**src/hdl/assert_macros.svh**
```systemverilog
// Assertion macros shared by the tokenizer modules.
`ifndef ASSERT_MACROS_SVH
`define ASSERT_MACROS_SVH

// Whenever the antecedent holds, the consequent holds in the same cycle.
`define ASSERT_IMPLY(label, clk, rst_n, ante, cons) \
    label: assert property (@(posedge clk) disable iff (!rst_n) (ante) |-> (cons)) \
        else $error("implication check failed");

// Whenever the antecedent holds, the consequent holds in the next cycle.
`define ASSERT_NEXT(label, clk, rst_n, ante, cons) \
    label: assert property (@(posedge clk) disable iff (!rst_n) (ante) |=> (cons)) \
        else $error("next-cycle check failed");

// The condition never holds.
`define ASSERT_NEVER(label, clk, rst_n, cond) \
    label: assert property (@(posedge clk) disable iff (!rst_n) !(cond)) \
        else $error("forbidden condition seen");

`endif

```
**src/hdl/gtt_pkg.sv**
```systemverilog
// Types, character codes and helper functions shared by the tokenizer.
`timescale 1ns / 1ps

package gtt_pkg;

    localparam int FIFO_DEPTH = 8;
    localparam int FIFO_PTR_W = $clog2(FIFO_DEPTH);
    localparam int FIFO_CNT_W = $clog2(FIFO_DEPTH + 1);

    localparam logic [7:0] CH_END    = 8'h00;
    localparam logic [7:0] CH_TAB    = 8'h09;
    localparam logic [7:0] CH_LF     = 8'h0A;
    localparam logic [7:0] CH_CR     = 8'h0D;
    localparam logic [7:0] CH_SPACE  = 8'h20;
    localparam logic [7:0] CH_QUOTE  = 8'h22;
    localparam logic [7:0] CH_LPAREN = 8'h28;
    localparam logic [7:0] CH_RPAREN = 8'h29;
    localparam logic [7:0] CH_DASH   = 8'h2D;
    localparam logic [7:0] CH_PERIOD = 8'h2E;
    localparam logic [7:0] CH_SLASH  = 8'h2F;
    localparam logic [7:0] CH_DIGIT0 = 8'h30;
    localparam logic [7:0] CH_DIGIT9 = 8'h39;
    localparam logic [7:0] CH_COLON  = 8'h3A;
    localparam logic [7:0] CH_SEMI   = 8'h3B;
    localparam logic [7:0] CH_GT     = 8'h3E;
    localparam logic [7:0] CH_UPPERA = 8'h41;
    localparam logic [7:0] CH_UPPERZ = 8'h5A;
    localparam logic [7:0] CH_UNDER  = 8'h5F;
    localparam logic [7:0] CH_LOWERA = 8'h61;
    localparam logic [7:0] CH_LOWERZ = 8'h7A;
    localparam logic [7:0] CH_LBRACE = 8'h7B;
    localparam logic [7:0] CH_RBRACE = 8'h7D;

    typedef enum logic [2:0] {
        MODE_IDLE,
        MODE_SLASH,
        MODE_COMMENT,
        MODE_IDENT,
        MODE_STRING,
        MODE_DASH,
        MODE_DEAD
    } scan_mode_t;

    typedef enum logic [3:0] {
        KIND_EOF,
        KIND_IDENT,
        KIND_STRING,
        KIND_INVALID,
        KIND_ARROW,
        KIND_PERIOD,
        KIND_COLON,
        KIND_SEMI,
        KIND_LBRACE,
        KIND_RBRACE,
        KIND_LPAREN,
        KIND_RPAREN
    } token_kind_t;

    typedef struct packed {
        logic [3:0]  kind;
        logic [15:0] offset;
        logic [15:0] length;
        logic [15:0] line;
        logic [15:0] column;
        logic        last;
    } token_t;

    // Up to two tokens produced by one byte; the second is only valid with the first.
    typedef struct packed {
        logic   valid0;
        logic   valid1;
        token_t tok0;
        token_t tok1;
    } tok_pair_t;

    function automatic logic is_space(input logic [7:0] b);
        return b inside {CH_SPACE, CH_TAB, CH_CR, CH_LF};
    endfunction

    function automatic logic is_ident_start(input logic [7:0] b);
        return b inside {[CH_UPPERA:CH_UPPERZ], [CH_LOWERA:CH_LOWERZ], CH_UNDER};
    endfunction

    function automatic logic is_ident_char(input logic [7:0] b);
        return is_ident_start(b) || (b inside {[CH_DIGIT0:CH_DIGIT9]});
    endfunction

    // Returns KIND_EOF when the byte is not a single punctuation mark.
    function automatic token_kind_t punct_kind(input logic [7:0] b);
        token_kind_t k;
        case (b)
            CH_PERIOD: k = KIND_PERIOD;
            CH_COLON:  k = KIND_COLON;
            CH_SEMI:   k = KIND_SEMI;
            CH_LBRACE: k = KIND_LBRACE;
            CH_RBRACE: k = KIND_RBRACE;
            CH_LPAREN: k = KIND_LPAREN;
            CH_RPAREN: k = KIND_RPAREN;
            default:   k = KIND_EOF;
        endcase
        return k;
    endfunction

endpackage

```
**src/hdl/gtt_byte_if.sv**
```systemverilog
// Handshake channel that carries one source byte per item.
`timescale 1ns / 1ps

interface gtt_byte_if;
    logic       valid;
    logic       ready;
    logic [7:0] text_byte;

    modport source (output valid, output text_byte, input ready);
    modport sink (input valid, input text_byte, output ready);
endinterface

```
**src/hdl/gtt_token_if.sv**
```systemverilog
// Handshake channel that carries one token per item.
`timescale 1ns / 1ps

interface gtt_token_if;
    logic        valid;
    logic        ready;
    logic [3:0]  token_kind;
    logic [15:0] token_offset;
    logic [15:0] token_length;
    logic [15:0] start_line;
    logic [15:0] start_column;
    logic        last_of_run;

    modport source (
        output valid, output token_kind, output token_offset, output token_length,
        output start_line, output start_column, output last_of_run, input ready
    );
    modport sink (
        input valid, input token_kind, input token_offset, input token_length,
        input start_line, input start_column, input last_of_run, output ready
    );
endinterface

```
**src/hdl/grammar_text_tokenizer.sv**
```systemverilog
// An accepted byte is scanned from the input register; its tokens enter the token queue.
// Throughput: one byte per cycle while ready is high; one token leaves per cycle on pop.
// A byte that closes an identifier and forms a token of its own pushes two tokens.
// Ready drops only when the eight-entry token queue lacks room for the worst case.
// Reset is asynchronous, active low: scanner idle, position 0, line and column 1.
// The queue empties at reset; no clearing pass follows.
`timescale 1ns / 1ps

module grammar_text_tokenizer #(
    parameter int POSITION_BITS = 16
) (
    input  logic            clk,
    input  logic            rst_n,
    gtt_byte_if.sink        byte_in,
    gtt_token_if.source     token_out
);

    localparam int CNT_W = gtt_pkg::FIFO_CNT_W;

    // Input register: the accepted byte is held here and scanned in the cycle after it is accepted.
    logic                   in_valid_reg;
    logic [7:0]             in_byte_reg;
    logic                   in_accept;

    gtt_pkg::tok_pair_t     push;
    gtt_pkg::token_t        head;
    logic [CNT_W-1:0]       count;
    logic [CNT_W:0]         worst_fill;
    logic                   out_pop;

    // The byte in the input register and the new byte may each push two tokens.
    always_comb
    begin
        worst_fill = {1'b0, count} + (in_valid_reg ? (CNT_W + 1)'(4) : (CNT_W + 1)'(2));
    end

    assign byte_in.ready = worst_fill <= (CNT_W + 1)'(gtt_pkg::FIFO_DEPTH);
    assign in_accept     = byte_in.valid && byte_in.ready;

    always_ff @(posedge clk or negedge rst_n)
    begin
        if (!rst_n)
        begin
            in_valid_reg <= 1'b0;
        end
        else
        begin
            in_valid_reg <= in_accept;
        end
    end

    always_ff @(posedge clk)
    begin
        if (in_accept)
        begin
            in_byte_reg <= byte_in.text_byte;
        end
    end

    gtt_scan_core #(
        .POSITION_BITS (POSITION_BITS)
    ) u_scan_core (
        .clk        (clk),
        .rst_n      (rst_n),
        .byte_valid (in_valid_reg),
        .text_byte  (in_byte_reg),
        .push       (push)
    );

    gtt_token_fifo u_token_fifo (
        .clk   (clk),
        .rst_n (rst_n),
        .push  (push),
        .pop   (out_pop),
        .head  (head),
        .count (count)
    );

    // The head of the queue is the output register of the token channel.
    assign token_out.valid        = count != '0;
    assign out_pop                = token_out.valid && token_out.ready;
    assign token_out.token_kind   = head.kind;
    assign token_out.token_offset = head.offset;
    assign token_out.token_length = head.length;
    assign token_out.start_line   = head.line;
    assign token_out.start_column = head.column;
    assign token_out.last_of_run  = head.last;

endmodule

```
**src/hdl/gtt_scan_core.sv**
```systemverilog
// Lexer state machine: scans one byte per cycle and produces up to two tokens.
`timescale 1ns / 1ps
`include "assert_macros.svh"

module gtt_scan_core #(
    parameter int POSITION_BITS = 16
) (
    input  logic                clk,
    input  logic                rst_n,
    input  logic                byte_valid,
    input  logic [7:0]          text_byte,
    output gtt_pkg::tok_pair_t  push
);

    localparam logic [POSITION_BITS-1:0] COUNT_ONE = POSITION_BITS'(1);
    localparam logic [POSITION_BITS-1:0] LEN_ARROW = POSITION_BITS'(2);

    gtt_pkg::scan_mode_t        mode_reg, mode_next;
    logic [POSITION_BITS-1:0]   pos_reg, pos_next;
    logic [POSITION_BITS-1:0]   line_reg, line_next;
    logic [POSITION_BITS-1:0]   col_reg, col_next;
    logic [POSITION_BITS-1:0]   spos_reg, spos_next;
    logic [POSITION_BITS-1:0]   sline_reg, sline_next;
    logic [POSITION_BITS-1:0]   scol_reg, scol_next;

    logic [POSITION_BITS-1:0]   cons_pos, cons_line, cons_col;

    gtt_pkg::scan_mode_t        idle_mode;
    logic [POSITION_BITS-1:0]   idle_pos, idle_line, idle_col;
    logic [POSITION_BITS-1:0]   idle_spos, idle_sline, idle_scol;
    logic                       idle_emit;
    gtt_pkg::token_t            idle_tok;
    gtt_pkg::token_kind_t       idle_punct;

    logic                       lead_valid;
    gtt_pkg::token_t            lead_tok;
    gtt_pkg::token_t            fail_tok;
    logic                       use_idle;

    function automatic logic [POSITION_BITS-1:0] sat_inc(input logic [POSITION_BITS-1:0] v);
        return (&v) ? v : v + COUNT_ONE;
    endfunction

    function automatic gtt_pkg::token_t make_token(
        input gtt_pkg::token_kind_t     kind,
        input logic [POSITION_BITS-1:0] off,
        input logic [POSITION_BITS-1:0] len,
        input logic [POSITION_BITS-1:0] line,
        input logic [POSITION_BITS-1:0] col
    );
        gtt_pkg::token_t t;
        t.kind   = kind;
        t.offset = 16'(off);
        t.length = 16'(len);
        t.line   = 16'(line);
        t.column = 16'(col);
        t.last   = 1'b0;
        return t;
    endfunction

    // Counters after the current byte is consumed; a line feed starts a new line.
    always_comb
    begin
        cons_pos = sat_inc(pos_reg);
        if (text_byte == gtt_pkg::CH_LF)
        begin
            cons_line = sat_inc(line_reg);
            cons_col  = COUNT_ONE;
        end
        else
        begin
            cons_line = line_reg;
            cons_col  = sat_inc(col_reg);
        end
    end

    // Handling of a byte seen between tokens.
    always_comb
    begin
        idle_punct = gtt_pkg::punct_kind(text_byte);
        idle_mode  = gtt_pkg::MODE_IDLE;
        idle_pos   = pos_reg;
        idle_line  = line_reg;
        idle_col   = col_reg;
        idle_spos  = spos_reg;
        idle_sline = sline_reg;
        idle_scol  = scol_reg;
        idle_emit  = 1'b0;
        idle_tok   = make_token(gtt_pkg::KIND_EOF, pos_reg, '0, line_reg, col_reg);

        if (text_byte == gtt_pkg::CH_END)
        begin
            idle_emit = 1'b1;
            idle_pos  = '0;
            idle_line = COUNT_ONE;
            idle_col  = COUNT_ONE;
        end
        else if (gtt_pkg::is_space(text_byte))
        begin
            idle_pos  = cons_pos;
            idle_line = cons_line;
            idle_col  = cons_col;
        end
        else if (text_byte == gtt_pkg::CH_SLASH || text_byte == gtt_pkg::CH_DASH ||
                 gtt_pkg::is_ident_start(text_byte))
        begin
            idle_spos  = pos_reg;
            idle_sline = line_reg;
            idle_scol  = col_reg;
            idle_pos   = cons_pos;
            idle_line  = cons_line;
            idle_col   = cons_col;
            if (text_byte == gtt_pkg::CH_SLASH)
            begin
                idle_mode = gtt_pkg::MODE_SLASH;
            end
            else if (text_byte == gtt_pkg::CH_DASH)
            begin
                idle_mode = gtt_pkg::MODE_DASH;
            end
            else
            begin
                idle_mode = gtt_pkg::MODE_IDENT;
            end
        end
        else if (text_byte == gtt_pkg::CH_QUOTE)
        begin
            // The string text starts after the opening quote.
            idle_spos  = cons_pos;
            idle_sline = line_reg;
            idle_scol  = col_reg;
            idle_pos   = cons_pos;
            idle_line  = cons_line;
            idle_col   = cons_col;
            idle_mode  = gtt_pkg::MODE_STRING;
        end
        else if (idle_punct != gtt_pkg::KIND_EOF)
        begin
            idle_emit = 1'b1;
            idle_tok  = make_token(idle_punct, pos_reg, COUNT_ONE, line_reg, col_reg);
            idle_pos  = cons_pos;
            idle_line = cons_line;
            idle_col  = cons_col;
        end
        else
        begin
            idle_emit = 1'b1;
            idle_tok  = make_token(gtt_pkg::KIND_INVALID, pos_reg, '0, line_reg, col_reg);
            idle_mode = gtt_pkg::MODE_DEAD;
        end
    end

    // Main next-state logic by scan mode.
    always_comb
    begin
        mode_next  = mode_reg;
        pos_next   = pos_reg;
        line_next  = line_reg;
        col_next   = col_reg;
        spos_next  = spos_reg;
        sline_next = sline_reg;
        scol_next  = scol_reg;
        lead_valid = 1'b0;
        use_idle   = 1'b0;
        fail_tok   = make_token(gtt_pkg::KIND_INVALID, spos_reg, '0, sline_reg, scol_reg);
        lead_tok   = fail_tok;
        push       = '0;

        if (byte_valid)
        begin
            case (mode_reg)
                gtt_pkg::MODE_SLASH:
                begin
                    if (text_byte == gtt_pkg::CH_SLASH)
                    begin
                        mode_next = gtt_pkg::MODE_COMMENT;
                        pos_next  = cons_pos;
                        line_next = cons_line;
                        col_next  = cons_col;
                    end
                    else
                    begin
                        lead_valid = 1'b1;
                    end
                end
                gtt_pkg::MODE_DASH:
                begin
                    if (text_byte == gtt_pkg::CH_GT)
                    begin
                        lead_valid = 1'b1;
                        lead_tok   = make_token(gtt_pkg::KIND_ARROW, spos_reg, LEN_ARROW,
                                                sline_reg, scol_reg);
                        mode_next  = gtt_pkg::MODE_IDLE;
                        pos_next   = cons_pos;
                        line_next  = cons_line;
                        col_next   = cons_col;
                    end
                    else
                    begin
                        lead_valid = 1'b1;
                    end
                end
                gtt_pkg::MODE_COMMENT:
                begin
                    if (text_byte == gtt_pkg::CH_END || text_byte == gtt_pkg::CH_LF)
                    begin
                        use_idle = 1'b1;
                    end
                    else
                    begin
                        pos_next  = cons_pos;
                        line_next = cons_line;
                        col_next  = cons_col;
                    end
                end
                gtt_pkg::MODE_IDENT:
                begin
                    if (gtt_pkg::is_ident_char(text_byte))
                    begin
                        pos_next  = cons_pos;
                        line_next = cons_line;
                        col_next  = cons_col;
                    end
                    else
                    begin
                        lead_valid = 1'b1;
                        lead_tok   = make_token(gtt_pkg::KIND_IDENT, spos_reg,
                                                pos_reg - spos_reg, sline_reg, scol_reg);
                        use_idle   = 1'b1;
                    end
                end
                gtt_pkg::MODE_STRING:
                begin
                    if (text_byte == gtt_pkg::CH_QUOTE)
                    begin
                        lead_valid = 1'b1;
                        lead_tok   = make_token(gtt_pkg::KIND_STRING, spos_reg,
                                                pos_reg - spos_reg, sline_reg, scol_reg);
                        mode_next  = gtt_pkg::MODE_IDLE;
                        pos_next   = cons_pos;
                        line_next  = cons_line;
                        col_next   = cons_col;
                    end
                    else if (text_byte == gtt_pkg::CH_END || text_byte == gtt_pkg::CH_CR ||
                             text_byte == gtt_pkg::CH_LF)
                    begin
                        lead_valid = 1'b1;
                    end
                    else
                    begin
                        pos_next  = cons_pos;
                        line_next = cons_line;
                        col_next  = cons_col;
                    end
                end
                gtt_pkg::MODE_DEAD:
                begin
                    if (text_byte == gtt_pkg::CH_END)
                    begin
                        mode_next = gtt_pkg::MODE_IDLE;
                        pos_next  = '0;
                        line_next = COUNT_ONE;
                        col_next  = COUNT_ONE;
                    end
                end
                default:
                begin
                    use_idle = 1'b1;
                end
            endcase

            // A failed token reports at its recorded start, then waits for the end byte.
            if (lead_valid && lead_tok.kind == gtt_pkg::KIND_INVALID)
            begin
                if (text_byte == gtt_pkg::CH_END)
                begin
                    mode_next = gtt_pkg::MODE_IDLE;
                    pos_next  = '0;
                    line_next = COUNT_ONE;
                    col_next  = COUNT_ONE;
                end
                else
                begin
                    mode_next = gtt_pkg::MODE_DEAD;
                end
            end

            if (use_idle)
            begin
                mode_next  = idle_mode;
                pos_next   = idle_pos;
                line_next  = idle_line;
                col_next   = idle_col;
                spos_next  = idle_spos;
                sline_next = idle_sline;
                scol_next  = idle_scol;
            end

            if (lead_valid)
            begin
                push.valid0 = 1'b1;
                push.tok0   = lead_tok;
                push.valid1 = use_idle && idle_emit;
                push.tok1   = idle_tok;
            end
            else if (use_idle && idle_emit)
            begin
                push.valid0 = 1'b1;
                push.tok0   = idle_tok;
            end
            push.tok0.last = !push.valid1;
            push.tok1.last = 1'b1;
        end
    end

    always_ff @(posedge clk or negedge rst_n)
    begin
        if (!rst_n)
        begin
            mode_reg  <= gtt_pkg::MODE_IDLE;
            pos_reg   <= '0;
            line_reg  <= COUNT_ONE;
            col_reg   <= COUNT_ONE;
            spos_reg  <= '0;
            sline_reg <= COUNT_ONE;
            scol_reg  <= COUNT_ONE;
        end
        else
        begin
            mode_reg  <= mode_next;
            pos_reg   <= pos_next;
            line_reg  <= line_next;
            col_reg   <= col_next;
            spos_reg  <= spos_next;
            sline_reg <= sline_next;
            scol_reg  <= scol_next;
        end
    end

    `ASSERT_IMPLY(a_pair_ordered, clk, rst_n, push.valid1, push.valid0)
    `ASSERT_IMPLY(a_pair_only_after_ident, clk, rst_n, push.valid1,
                  mode_reg == gtt_pkg::MODE_IDENT)
    `ASSERT_NEVER(a_counters_nonzero, clk, rst_n, line_reg == '0 || col_reg == '0)

endmodule

```
**src/hdl/gtt_token_fifo.sv**
```systemverilog
// Small token queue that accepts up to two tokens and releases one per cycle on pop.
`timescale 1ns / 1ps
`include "assert_macros.svh"

module gtt_token_fifo (
    input  logic                               clk,
    input  logic                               rst_n,
    input  gtt_pkg::tok_pair_t                 push,
    input  logic                               pop,
    output gtt_pkg::token_t                    head,
    output logic [gtt_pkg::FIFO_CNT_W-1:0]     count
);

    localparam int PTR_W = gtt_pkg::FIFO_PTR_W;
    localparam int CNT_W = gtt_pkg::FIFO_CNT_W;

    gtt_pkg::token_t    entry_reg [gtt_pkg::FIFO_DEPTH];
    logic [PTR_W-1:0]   wr_reg, wr_next;
    logic [PTR_W-1:0]   rd_reg, rd_next;
    logic [CNT_W-1:0]   count_reg, count_next;
    logic [1:0]         push_n;
    logic [CNT_W:0]     fill_after;

    always_comb
    begin
        push_n     = {1'b0, push.valid0} + {1'b0, push.valid1};
        wr_next    = wr_reg + PTR_W'(push_n);
        rd_next    = rd_reg + PTR_W'(pop);
        count_next = count_reg + CNT_W'(push_n) - CNT_W'(pop);
        fill_after = {1'b0, count_reg} + (CNT_W + 1)'(push_n);
    end

    always_ff @(posedge clk)
    begin
        if (push.valid0)
        begin
            entry_reg[wr_reg] <= push.tok0;
        end
        if (push.valid1)
        begin
            entry_reg[wr_reg + PTR_W'(1)] <= push.tok1;
        end
    end

    always_ff @(posedge clk or negedge rst_n)
    begin
        if (!rst_n)
        begin
            wr_reg    <= '0;
            rd_reg    <= '0;
            count_reg <= '0;
        end
        else
        begin
            wr_reg    <= wr_next;
            rd_reg    <= rd_next;
            count_reg <= count_next;
        end
    end

    assign head  = entry_reg[rd_reg];
    assign count = count_reg;

    `ASSERT_NEVER(a_no_overflow, clk, rst_n, fill_after > (CNT_W + 1)'(gtt_pkg::FIFO_DEPTH))
    `ASSERT_IMPLY(a_no_underflow, clk, rst_n, pop, count_reg != '0)
    `ASSERT_NEXT(a_pair_counted, clk, rst_n, push.valid1 && !pop,
                 count_reg == CNT_W'($past(count_reg) + CNT_W'(2)))

endmodule
```
**src/flat_wrapper.sv**
```systemverilog
// flat-port wrapper written by rule: the top's interface ports become plain ports
module grammar_text_tokenizer_flat 
#(
    parameter int POSITION_BITS = 16
)
  (clk, rst_n, byte_in_valid, byte_in_text_byte, byte_in_ready, token_out_valid, token_out_token_kind, token_out_token_offset, token_out_token_length, token_out_start_line, token_out_start_column, token_out_last_of_run, token_out_ready);
  gtt_byte_if byte_in_i ();
  gtt_token_if token_out_i ();
  input  logic clk;
  input  logic rst_n;
  input wire logic [$bits(byte_in_i.valid)-1:0] byte_in_valid;
  input wire logic [$bits(byte_in_i.text_byte)-1:0] byte_in_text_byte;
  output wire logic [$bits(byte_in_i.ready)-1:0] byte_in_ready;
  output wire logic [$bits(token_out_i.valid)-1:0] token_out_valid;
  output wire logic [$bits(token_out_i.token_kind)-1:0] token_out_token_kind;
  output wire logic [$bits(token_out_i.token_offset)-1:0] token_out_token_offset;
  output wire logic [$bits(token_out_i.token_length)-1:0] token_out_token_length;
  output wire logic [$bits(token_out_i.start_line)-1:0] token_out_start_line;
  output wire logic [$bits(token_out_i.start_column)-1:0] token_out_start_column;
  output wire logic [$bits(token_out_i.last_of_run)-1:0] token_out_last_of_run;
  input wire logic [$bits(token_out_i.ready)-1:0] token_out_ready;
  assign byte_in_i.valid = byte_in_valid;
  assign byte_in_i.text_byte = byte_in_text_byte;
  assign byte_in_ready = byte_in_i.ready;
  assign token_out_valid = token_out_i.valid;
  assign token_out_token_kind = token_out_i.token_kind;
  assign token_out_token_offset = token_out_i.token_offset;
  assign token_out_token_length = token_out_i.token_length;
  assign token_out_start_line = token_out_i.start_line;
  assign token_out_start_column = token_out_i.start_column;
  assign token_out_last_of_run = token_out_i.last_of_run;
  assign token_out_i.ready = token_out_ready;
  grammar_text_tokenizer #(.POSITION_BITS(POSITION_BITS)) u_core (.clk(clk), .rst_n(rst_n), .byte_in(byte_in_i), .token_out(token_out_i));
endmodule
```
**config.mk**
```make
export PLATFORM = sky130hd
export DESIGN_NAME = grammar_text_tokenizer_flat
export DESIGN_NICKNAME = d
export VERILOG_FILES = /design/src/hdl/gtt_pkg.sv /design/src/hdl/gtt_byte_if.sv /design/src/hdl/gtt_token_if.sv /design/src/hdl/grammar_text_tokenizer.sv /design/src/hdl/gtt_scan_core.sv /design/src/hdl/gtt_token_fifo.sv /design/src/flat_wrapper.sv
export VERILOG_INCLUDE_DIRS = /design/src /design/src/hdl
export SDC_FILE = /design/constraint.sdc
export NUM_CORES = 1
export LEC_CHECK = 0
export BUFFER_PORTS_ARGS = -buffer_cell sky130_fd_sc_hd__buf_4
export CAP_MARGIN = 20
export CORE_MARGIN = 2
export CORE_UTILIZATION = 43
export DETAILED_ROUTE_END_ITERATION = 8
export HOLD_SLACK_MARGIN = 0.12
export PLACE_DENSITY_LB_ADDON = 0.05
export SKIP_LAST_GASP = 1
export SYNTH_ARGS = -nofsm -noshare
export SYNTH_HDL_FRONTEND = slang
export SYNTH_SLANG_ARGS = --single-unit
```
**constraint.sdc**
```tcl
create_clock -name clk -period 5.75 [get_ports clk]
set_input_delay 0.2875 -clock clk [delete_from_list [all_inputs] [get_ports clk]]
set_output_delay 0.2875 -clock clk [all_outputs]
set_load 0.005 [all_outputs]
```
== Word-level counts from Yosys, hierarchy flattened ==
Memories as Yosys holds them, arrays and structs flattened.
Index checks and enable logic that the tools add are counted.
Cells by class
  reductions and logical operators: 28
  add/subtract/negate cells: 11
  divide/modulo/power cells: 0
  multiply operators: 0
  shift operators: 0
  bitwise operators: 2
  multiplexer cells: 111
  eq/ne operators: 28
  magnitude comparators: 7
Operators with widths (number)
  2-to-1 mux 16 bit: 56
  2-to-1 mux 69 bit: 9
  case mux 16 bit (6 select lines): 3
  case mux 68 bit (3 select lines): 1
  2-to-1 mux 140 bit: 1
  == test 8 x 6 -> 1 bit, second input constant: 10
  2-to-1 mux 68 bit: 1
  2-to-1 mux 67 bit: 1
  2-to-1 mux 66 bit: 1
  adder 16 x 1 -> 16 bit, second input constant: 3
  AND reduction 16 bit: 3
  2-to-1 mux 3 bit: 15
  case mux 4 bit (7 select lines): 1
  == test 8 x 4 -> 1 bit, second input constant: 3
  == test 8 x 7 -> 1 bit, second input constant: 3
  2-to-1 mux 1 bit: 19
  greater-or-equal comparator 8 x 7 -> 1 bit, second input constant: 2
  less-or-equal comparator 8 x 7 -> 1 bit, second input constant: 2
  inequality test 4 bit, second input constant: 4
  subtractor 16 bit: 1
  case mux 3 bit (4 select lines): 1
  nonzero test 4 bit: 3
  == test 3 bit, second input constant: 3
  greater-or-equal comparator 8 x 6 -> 1 bit, second input constant: 1
  27 further kinds: 40
Storage, ports and cells
  logic and storage cells: 200
  flip-flop bits (word level): 118
  output and inout bits: 71
  bits in read-only memories: 0
  memories kept: 1
  bits in latches: 0
  input bits: 12
  bits in writable memories: 552
Memory list
  u_core.u_token_fifo.entry_reg: words 8, bits a word 69, read ports 1, clocked after Yosys merged registers in 0, wr ports 2, RTL line gtt_token_fifo.sv:17  | gtt_pkg::token_t entry_reg [gtt_pkg::FIFO_DEPTH];

== Longest topological paths before layout ==
  depth in word-level cells: 15
  mapped depth: 15
  gate-level depth less buffers: 13

== Hierarchy ==
From an unflattened synthesis, not the netlist that was laid out.
Second synthesis, totals
  cells, all modules: 2529
  area total of the unflattened synthesis: 36719.0 um^2
Modules (own cells, without submodules)
  gtt_token_fifo: sequential area each 16826.1 um^2, area an instance 27888.0 um^2, cells an instance 1478, times used 1
  gtt_scan_core: sequential area each 2482.4 um^2, area an instance 8454.4 um^2, cells an instance 1030, times used 1
  grammar_text_tokenizer: sequential area each 265.3 um^2, area an instance 376.6 um^2, cells an instance 21, times used 1

== Worst setup path after synthesis ==
OpenSTA, ideal clock, no wires.
  path type: reg2reg
  start point: reg u_core.in_byte_reg[1]
  end point: mem u_core.u_token_fifo.entry_reg[0][0] (netlist name), enable pin
  required time: 5342 ps
  clock period less this slack: 4225 ps
  arrival: 3816 ps
  cell stages (with the launch flop): 12
  path buffers: 4
  library setup time: 408 ps
  setup slack: 1525 ps
  cell sequence: edfxtp_1 buf_6 or4_4 o21a_4 a21oi_4 o2111ai_4 or4_1 buf_2 and2_1 buf_4 buf_4 inv_1
RTL lines
  from (decl): RTL line grammar_text_tokenizer.sv:22  | logic [7:0] in_byte_reg;
  from (signal assigned): RTL line grammar_text_tokenizer.sv:56  | in_byte_reg <= byte_in.text_byte;
  to (decl): RTL line gtt_token_fifo.sv:17

==> results by stage <==
Final layout:
- The flip-flop count of the largest register after layout is 552.
- At the end of the flow the core is filled with cells to 0.484.
- The repair_antennas step left the layout with diodes totalling 0.
- At the end of the flow, the number of nets in the layout was about 2600.
- The share of post-route cells with drive strength above 1 is 0.216.
- The relative area change from synthesis to final layout is 11.9%.

CTS:
- The later-pin clock latency in the skew report is 0.62 ns.
- In this run the clock root is driven by a sky130_fd_sc_hd__clkbuf_16.
- The number of buffers on the longest clock path is 3.
- The clock sink count is 670.
- The register clock-pin slew on the reported worst setup and hold paths is 0.06 ns.
- TritonCTS created 75 clock buffers.
- The H-tree was split into 3 levels.
- The TritonCTS clock tree is built.

Synthesis:
- The count of different cell masters after synthesis is 95.
- By area the synthesized netlist is led by sky130_fd_sc_hd__edfxtp_1 39%, sky130_fd_sc_hd__a22o_1 11%, sky130_fd_sc_hd__mux4_2 9.1%.
- The mapped netlist covers 0.0340 mm2.
- The sequential share of the synthesized area is 0.540.
- The async set-or-reset flop fraction in the synthesized netlist is 0.164.
- The number of flip-flops and latches in the synthesized netlist is 670.
- Synthesis produced a netlist whose cell count is around 2600.
- The commonest register cell after synthesis is sky130_fd_sc_hd__edfxtp_1.
- The synthesis warning total is 0.
- By count the netlist is led by 440 x sky130_fd_sc_hd__edfxtp_1, 422 x sky130_fd_sc_hd__a22o_1, 168 x sky130_fd_sc_hd__clkbuf_1.
- The most frequent cell after synthesis is sky130_fd_sc_hd__edfxtp_1.
- The synthesized design contains 440 enable-type register cells.
- The average instance area after synthesis is between 10 and 15 um2.
- The cell accounting for the most synthesized area is sky130_fd_sc_hd__edfxtp_1.
- Counting every net in the synthesized netlist gives between 2000 and 3000.
- The top cell type's share of synthesized area is 0.388.

Drt:
- The total wire length after detailed routing is ~110 mm.
- The count of nets left with antenna violations after detail routing is 0.
- The number of violations reported at the end of detailed-routing iteration 0 is roughly 2400.
- The via count is roughly 24000.
- Dividing the detail-routed wire length by the instance count gives slightly above 30 um.
- The post-detailed-route via-to-cell ratio is 6.57.
- Before antenna repair, the detailed router went through 6 iterations.
- The final routed DRC violation total is 0.

Global route:
- The first global-routing pass estimated 165 mm of wire.
- The initial antenna violation count is 0.
- The total congestion overflow is 0.
- Across every metal layer, demand over resource in global routing totals 0.273.
- The largest net degree at the start of global routing is 75.
- The number of global-route vias before repair came to 24000.

Job:
- The tool flagged a number of max-cap violations equal to 0.

Run status:
- The run finished with clean final reports.

STA:
- Setup violations remaining at the end of the flow were counted as 0.
- The share of the cycle needed by the critical path after routing is 0.813.
- Summed over all failing endpoints, the final setup total negative slack is 0 ns.
- Setup repair after global routing left no endpoint under its margin.
- On the final layout, the worst clock skew is 0.0200 ns.
- At the pin with the least slew margin, the transition time is 1.10 ns.
- The worst relative slew slack is 0.261.
- For the finished layout, the period the worst path requires is between 4 and 5 ns.
- The final hold violation count is 0.
- The number of pins exceeding their max-slew limit in the final report is 0.
- The maximum operating frequency is 214 MHz.

Floorplan:
- The full die area is approximately 0.081 mm2.
- In this run the standard cell core region covers 0.0786 mm2.
- The floorplan step set the die height to about 290 um.
- The width of the chip is between 200 and 300 um.
- The effective utilization at floorplan is 0.433.
- The total number of placement rows is around 100.
- Pin placement for this block handled 83 I/O pins.

Power and ir drop:
- The power spent charging and discharging nets is about 6.4 mW.
- The internal cell power is between 10 and 15 mW.
- The share of total power dissipated in the clock network is 0.280.
- The fraction of power consumed by sequential logic is 0.372.
- The share of total power dissipated in combinational logic is 0.348.
- Across the VDD grid, the largest voltage drop is ~280 uV.
- Of the total power, the share spent switching nets is 0.371.
- Summed over all cells, the static leakage comes to between 10 and 15 nW.
- Dividing total power by cell area gives a power density of roughly 450 mW/mm2.

Place:
- The weighted congestion reported at the end of routability-driven placement is slightly above 0.9.
- The port buffer count is just over 80.
- The detailed-placement wirelength estimate is between 60 and 70 mm.

Critical path:
- In this run the critical register-to-register path is launched from u_core.in_byte_reg[2]$_DFFE_PP_.
- The highest-delay cell along the critical path is sky130_fd_sc_hd__o211ai_2.
- For flop-to-flop paths, the worst setup slack is approximately 1.1 ns.
- The endpoint identified for the worst register-to-register timing path is u_core.u_token_fifo.entry_reg[1][9]$_DFFE_PP_.
- The family of cells with the greatest summed delay on the critical path is compound AO/OA/AOI/OAI gates.
- The element type at the critical path start is a flop.
- The critical path runs through a total of 8 cells.
- The signal on the critical path passes through nand4b_1 -> o2111a_1 -> o21ai_1 -> nand3_1 -> o211ai_2 -> and2_1 -> inv_2 -> buf_4.
- The total buffers and inverters traversed by the critical path is 2.
- Data arrives at the worst endpoint at 5.02 ns.
- The data required time at the worst endpoint is slightly above 6 ns.
- The capture point of the critical path is u_core.u_token_fifo.entry_reg[1][9]$_DFFE_PP_.
- The maximum fanout along the worst path is 24.
- The category of the worst setup path capture point is a flop.
- For the worst flop-to-flop path, the logic depth is 8.
- The critical path startpoint is u_core.in_byte_reg[2]$_DFFE_PP_.
- The critical path is of the flop to flop type.
- The delay of the slowest cell on the worst path is around 0.85 ns.

Hold path:
- The kind of path behind the tightest hold check is input pin to flop.
==> routing by layer <==
layer	track usage	share of wire
met1	0.382	0.43
met4	0.0780	0.024
met5	0	0
met2	0.445	0.48
met3	0.0377	0.066
==> worst min path at each step <==
stage                     from                                 endpoint  slack, ns  cells after the start
2_1_floorplan            rst_n            u_core.in_valid_reg$_DFF_PN0_     -0.008                      0
3_3_place_gp             rst_n  u_core.u_token_fifo.wr_reg[0]$_DFF_PN0_       0.42                      1
3_5_place_dp             rst_n   u_core.u_token_fifo.count[0]$_DFF_PN0_       0.42                      1
4_1_cts        token_out_ready  u_core.u_token_fifo.rd_reg[0]$_DFF_PN0_       0.12                      3
5_1_grt        token_out_ready  u_core.u_token_fifo.rd_reg[0]$_DFF_PN0_       0.14                      3
6_report       token_out_ready  u_core.u_token_fifo.rd_reg[0]$_DFF_PN0_       0.14                      3
==> power groups by stage <==
stage / sequential [mW] / clock (mW) / combinational, mW
after global placement: 6.44 / 0 / 5.93
after floorplan: 5.75 / 0 / 4.19
final: 6.38 / 4.79 / 5.97
after CTS: 6.37 / 4.87 / 5.98
after global routing: 6.45 / 5.06 / 6.42
after detailed placement: 6.47 / 0 / 5.94
==> area by class of cell <==
class                           count  area [um2]
Clock buffer                      103        2090
Clock inverter                     36         334
Fill cell                        7000       40600
Inverter                           63         236
Multi-Input combinational cell   1585       14300
Sequential cell                   670       18400
Tap cell                         1050        1310
Timing Repair Buffer              171        1410
==> cells in the final DEF (no fill, tap or decap), types with 58 or more instances in the layout <==
cell	n
sky130_fd_sc_hd__o2bb2ai_1	68
sky130_fd_sc_hd__buf_4	149
sky130_fd_sc_hd__nor2_1	72
sky130_fd_sc_hd__mux2_2	97
sky130_fd_sc_hd__nand2_1	95
sky130_fd_sc_hd__a21oi_1	58
sky130_fd_sc_hd__mux4_2	138
sky130_fd_sc_hd__edfxtp_1	440
sky130_fd_sc_hd__dfrtp_1	103
sky130_fd_sc_hd__clkbuf_16	77
sky130_fd_sc_hd__a22o_1	422
sky130_fd_sc_hd__o21ai_0	88
sky130_fd_sc_hd__dfxtp_1	120
==> worst min-delay path: stages <==
cell and delay (ns):
sky130_fd_sc_hd__buf_4 0.07, sky130_fd_sc_hd__and2_1 0.21, sky130_fd_sc_hd__ha_1 0.15
==> cell families after synthesis <==
logic type      count (synthesis)  synth area share
compound gates                863             0.203
buf+inv                       366            0.0445
xor+xnor                       32           0.00824
simple gates                  412            0.0652
flops                         670             0.540
mux                           243             0.126
fa+ha+maj                      35            0.0138
==> through the flow <==
step	hold slack, ns	power (mW)	instance area (um2)	instances	setup slack, ns
CTS	0.123	17.2	38000	3675	1.18
finish	0.137	17.1	38100	3678	1.07
floorplan	-0.00809	9.95	34000	2621	1.53
global placement	0.416	12.4	35500	3525	1.32
detailed placement	0.424	12.4	35500	3526	1.20
global route	0.139	17.9	38100	3678	0.823
==> timing repair <==
action                     4_1_cts  5_1_grt
buffers inserted                 0        0
resized for setup                0        0
hold endpoints to repair        79        0
hold buffers                    10        0
setup endpoints to repair        0        0
(Power assumes the default switching activity.)
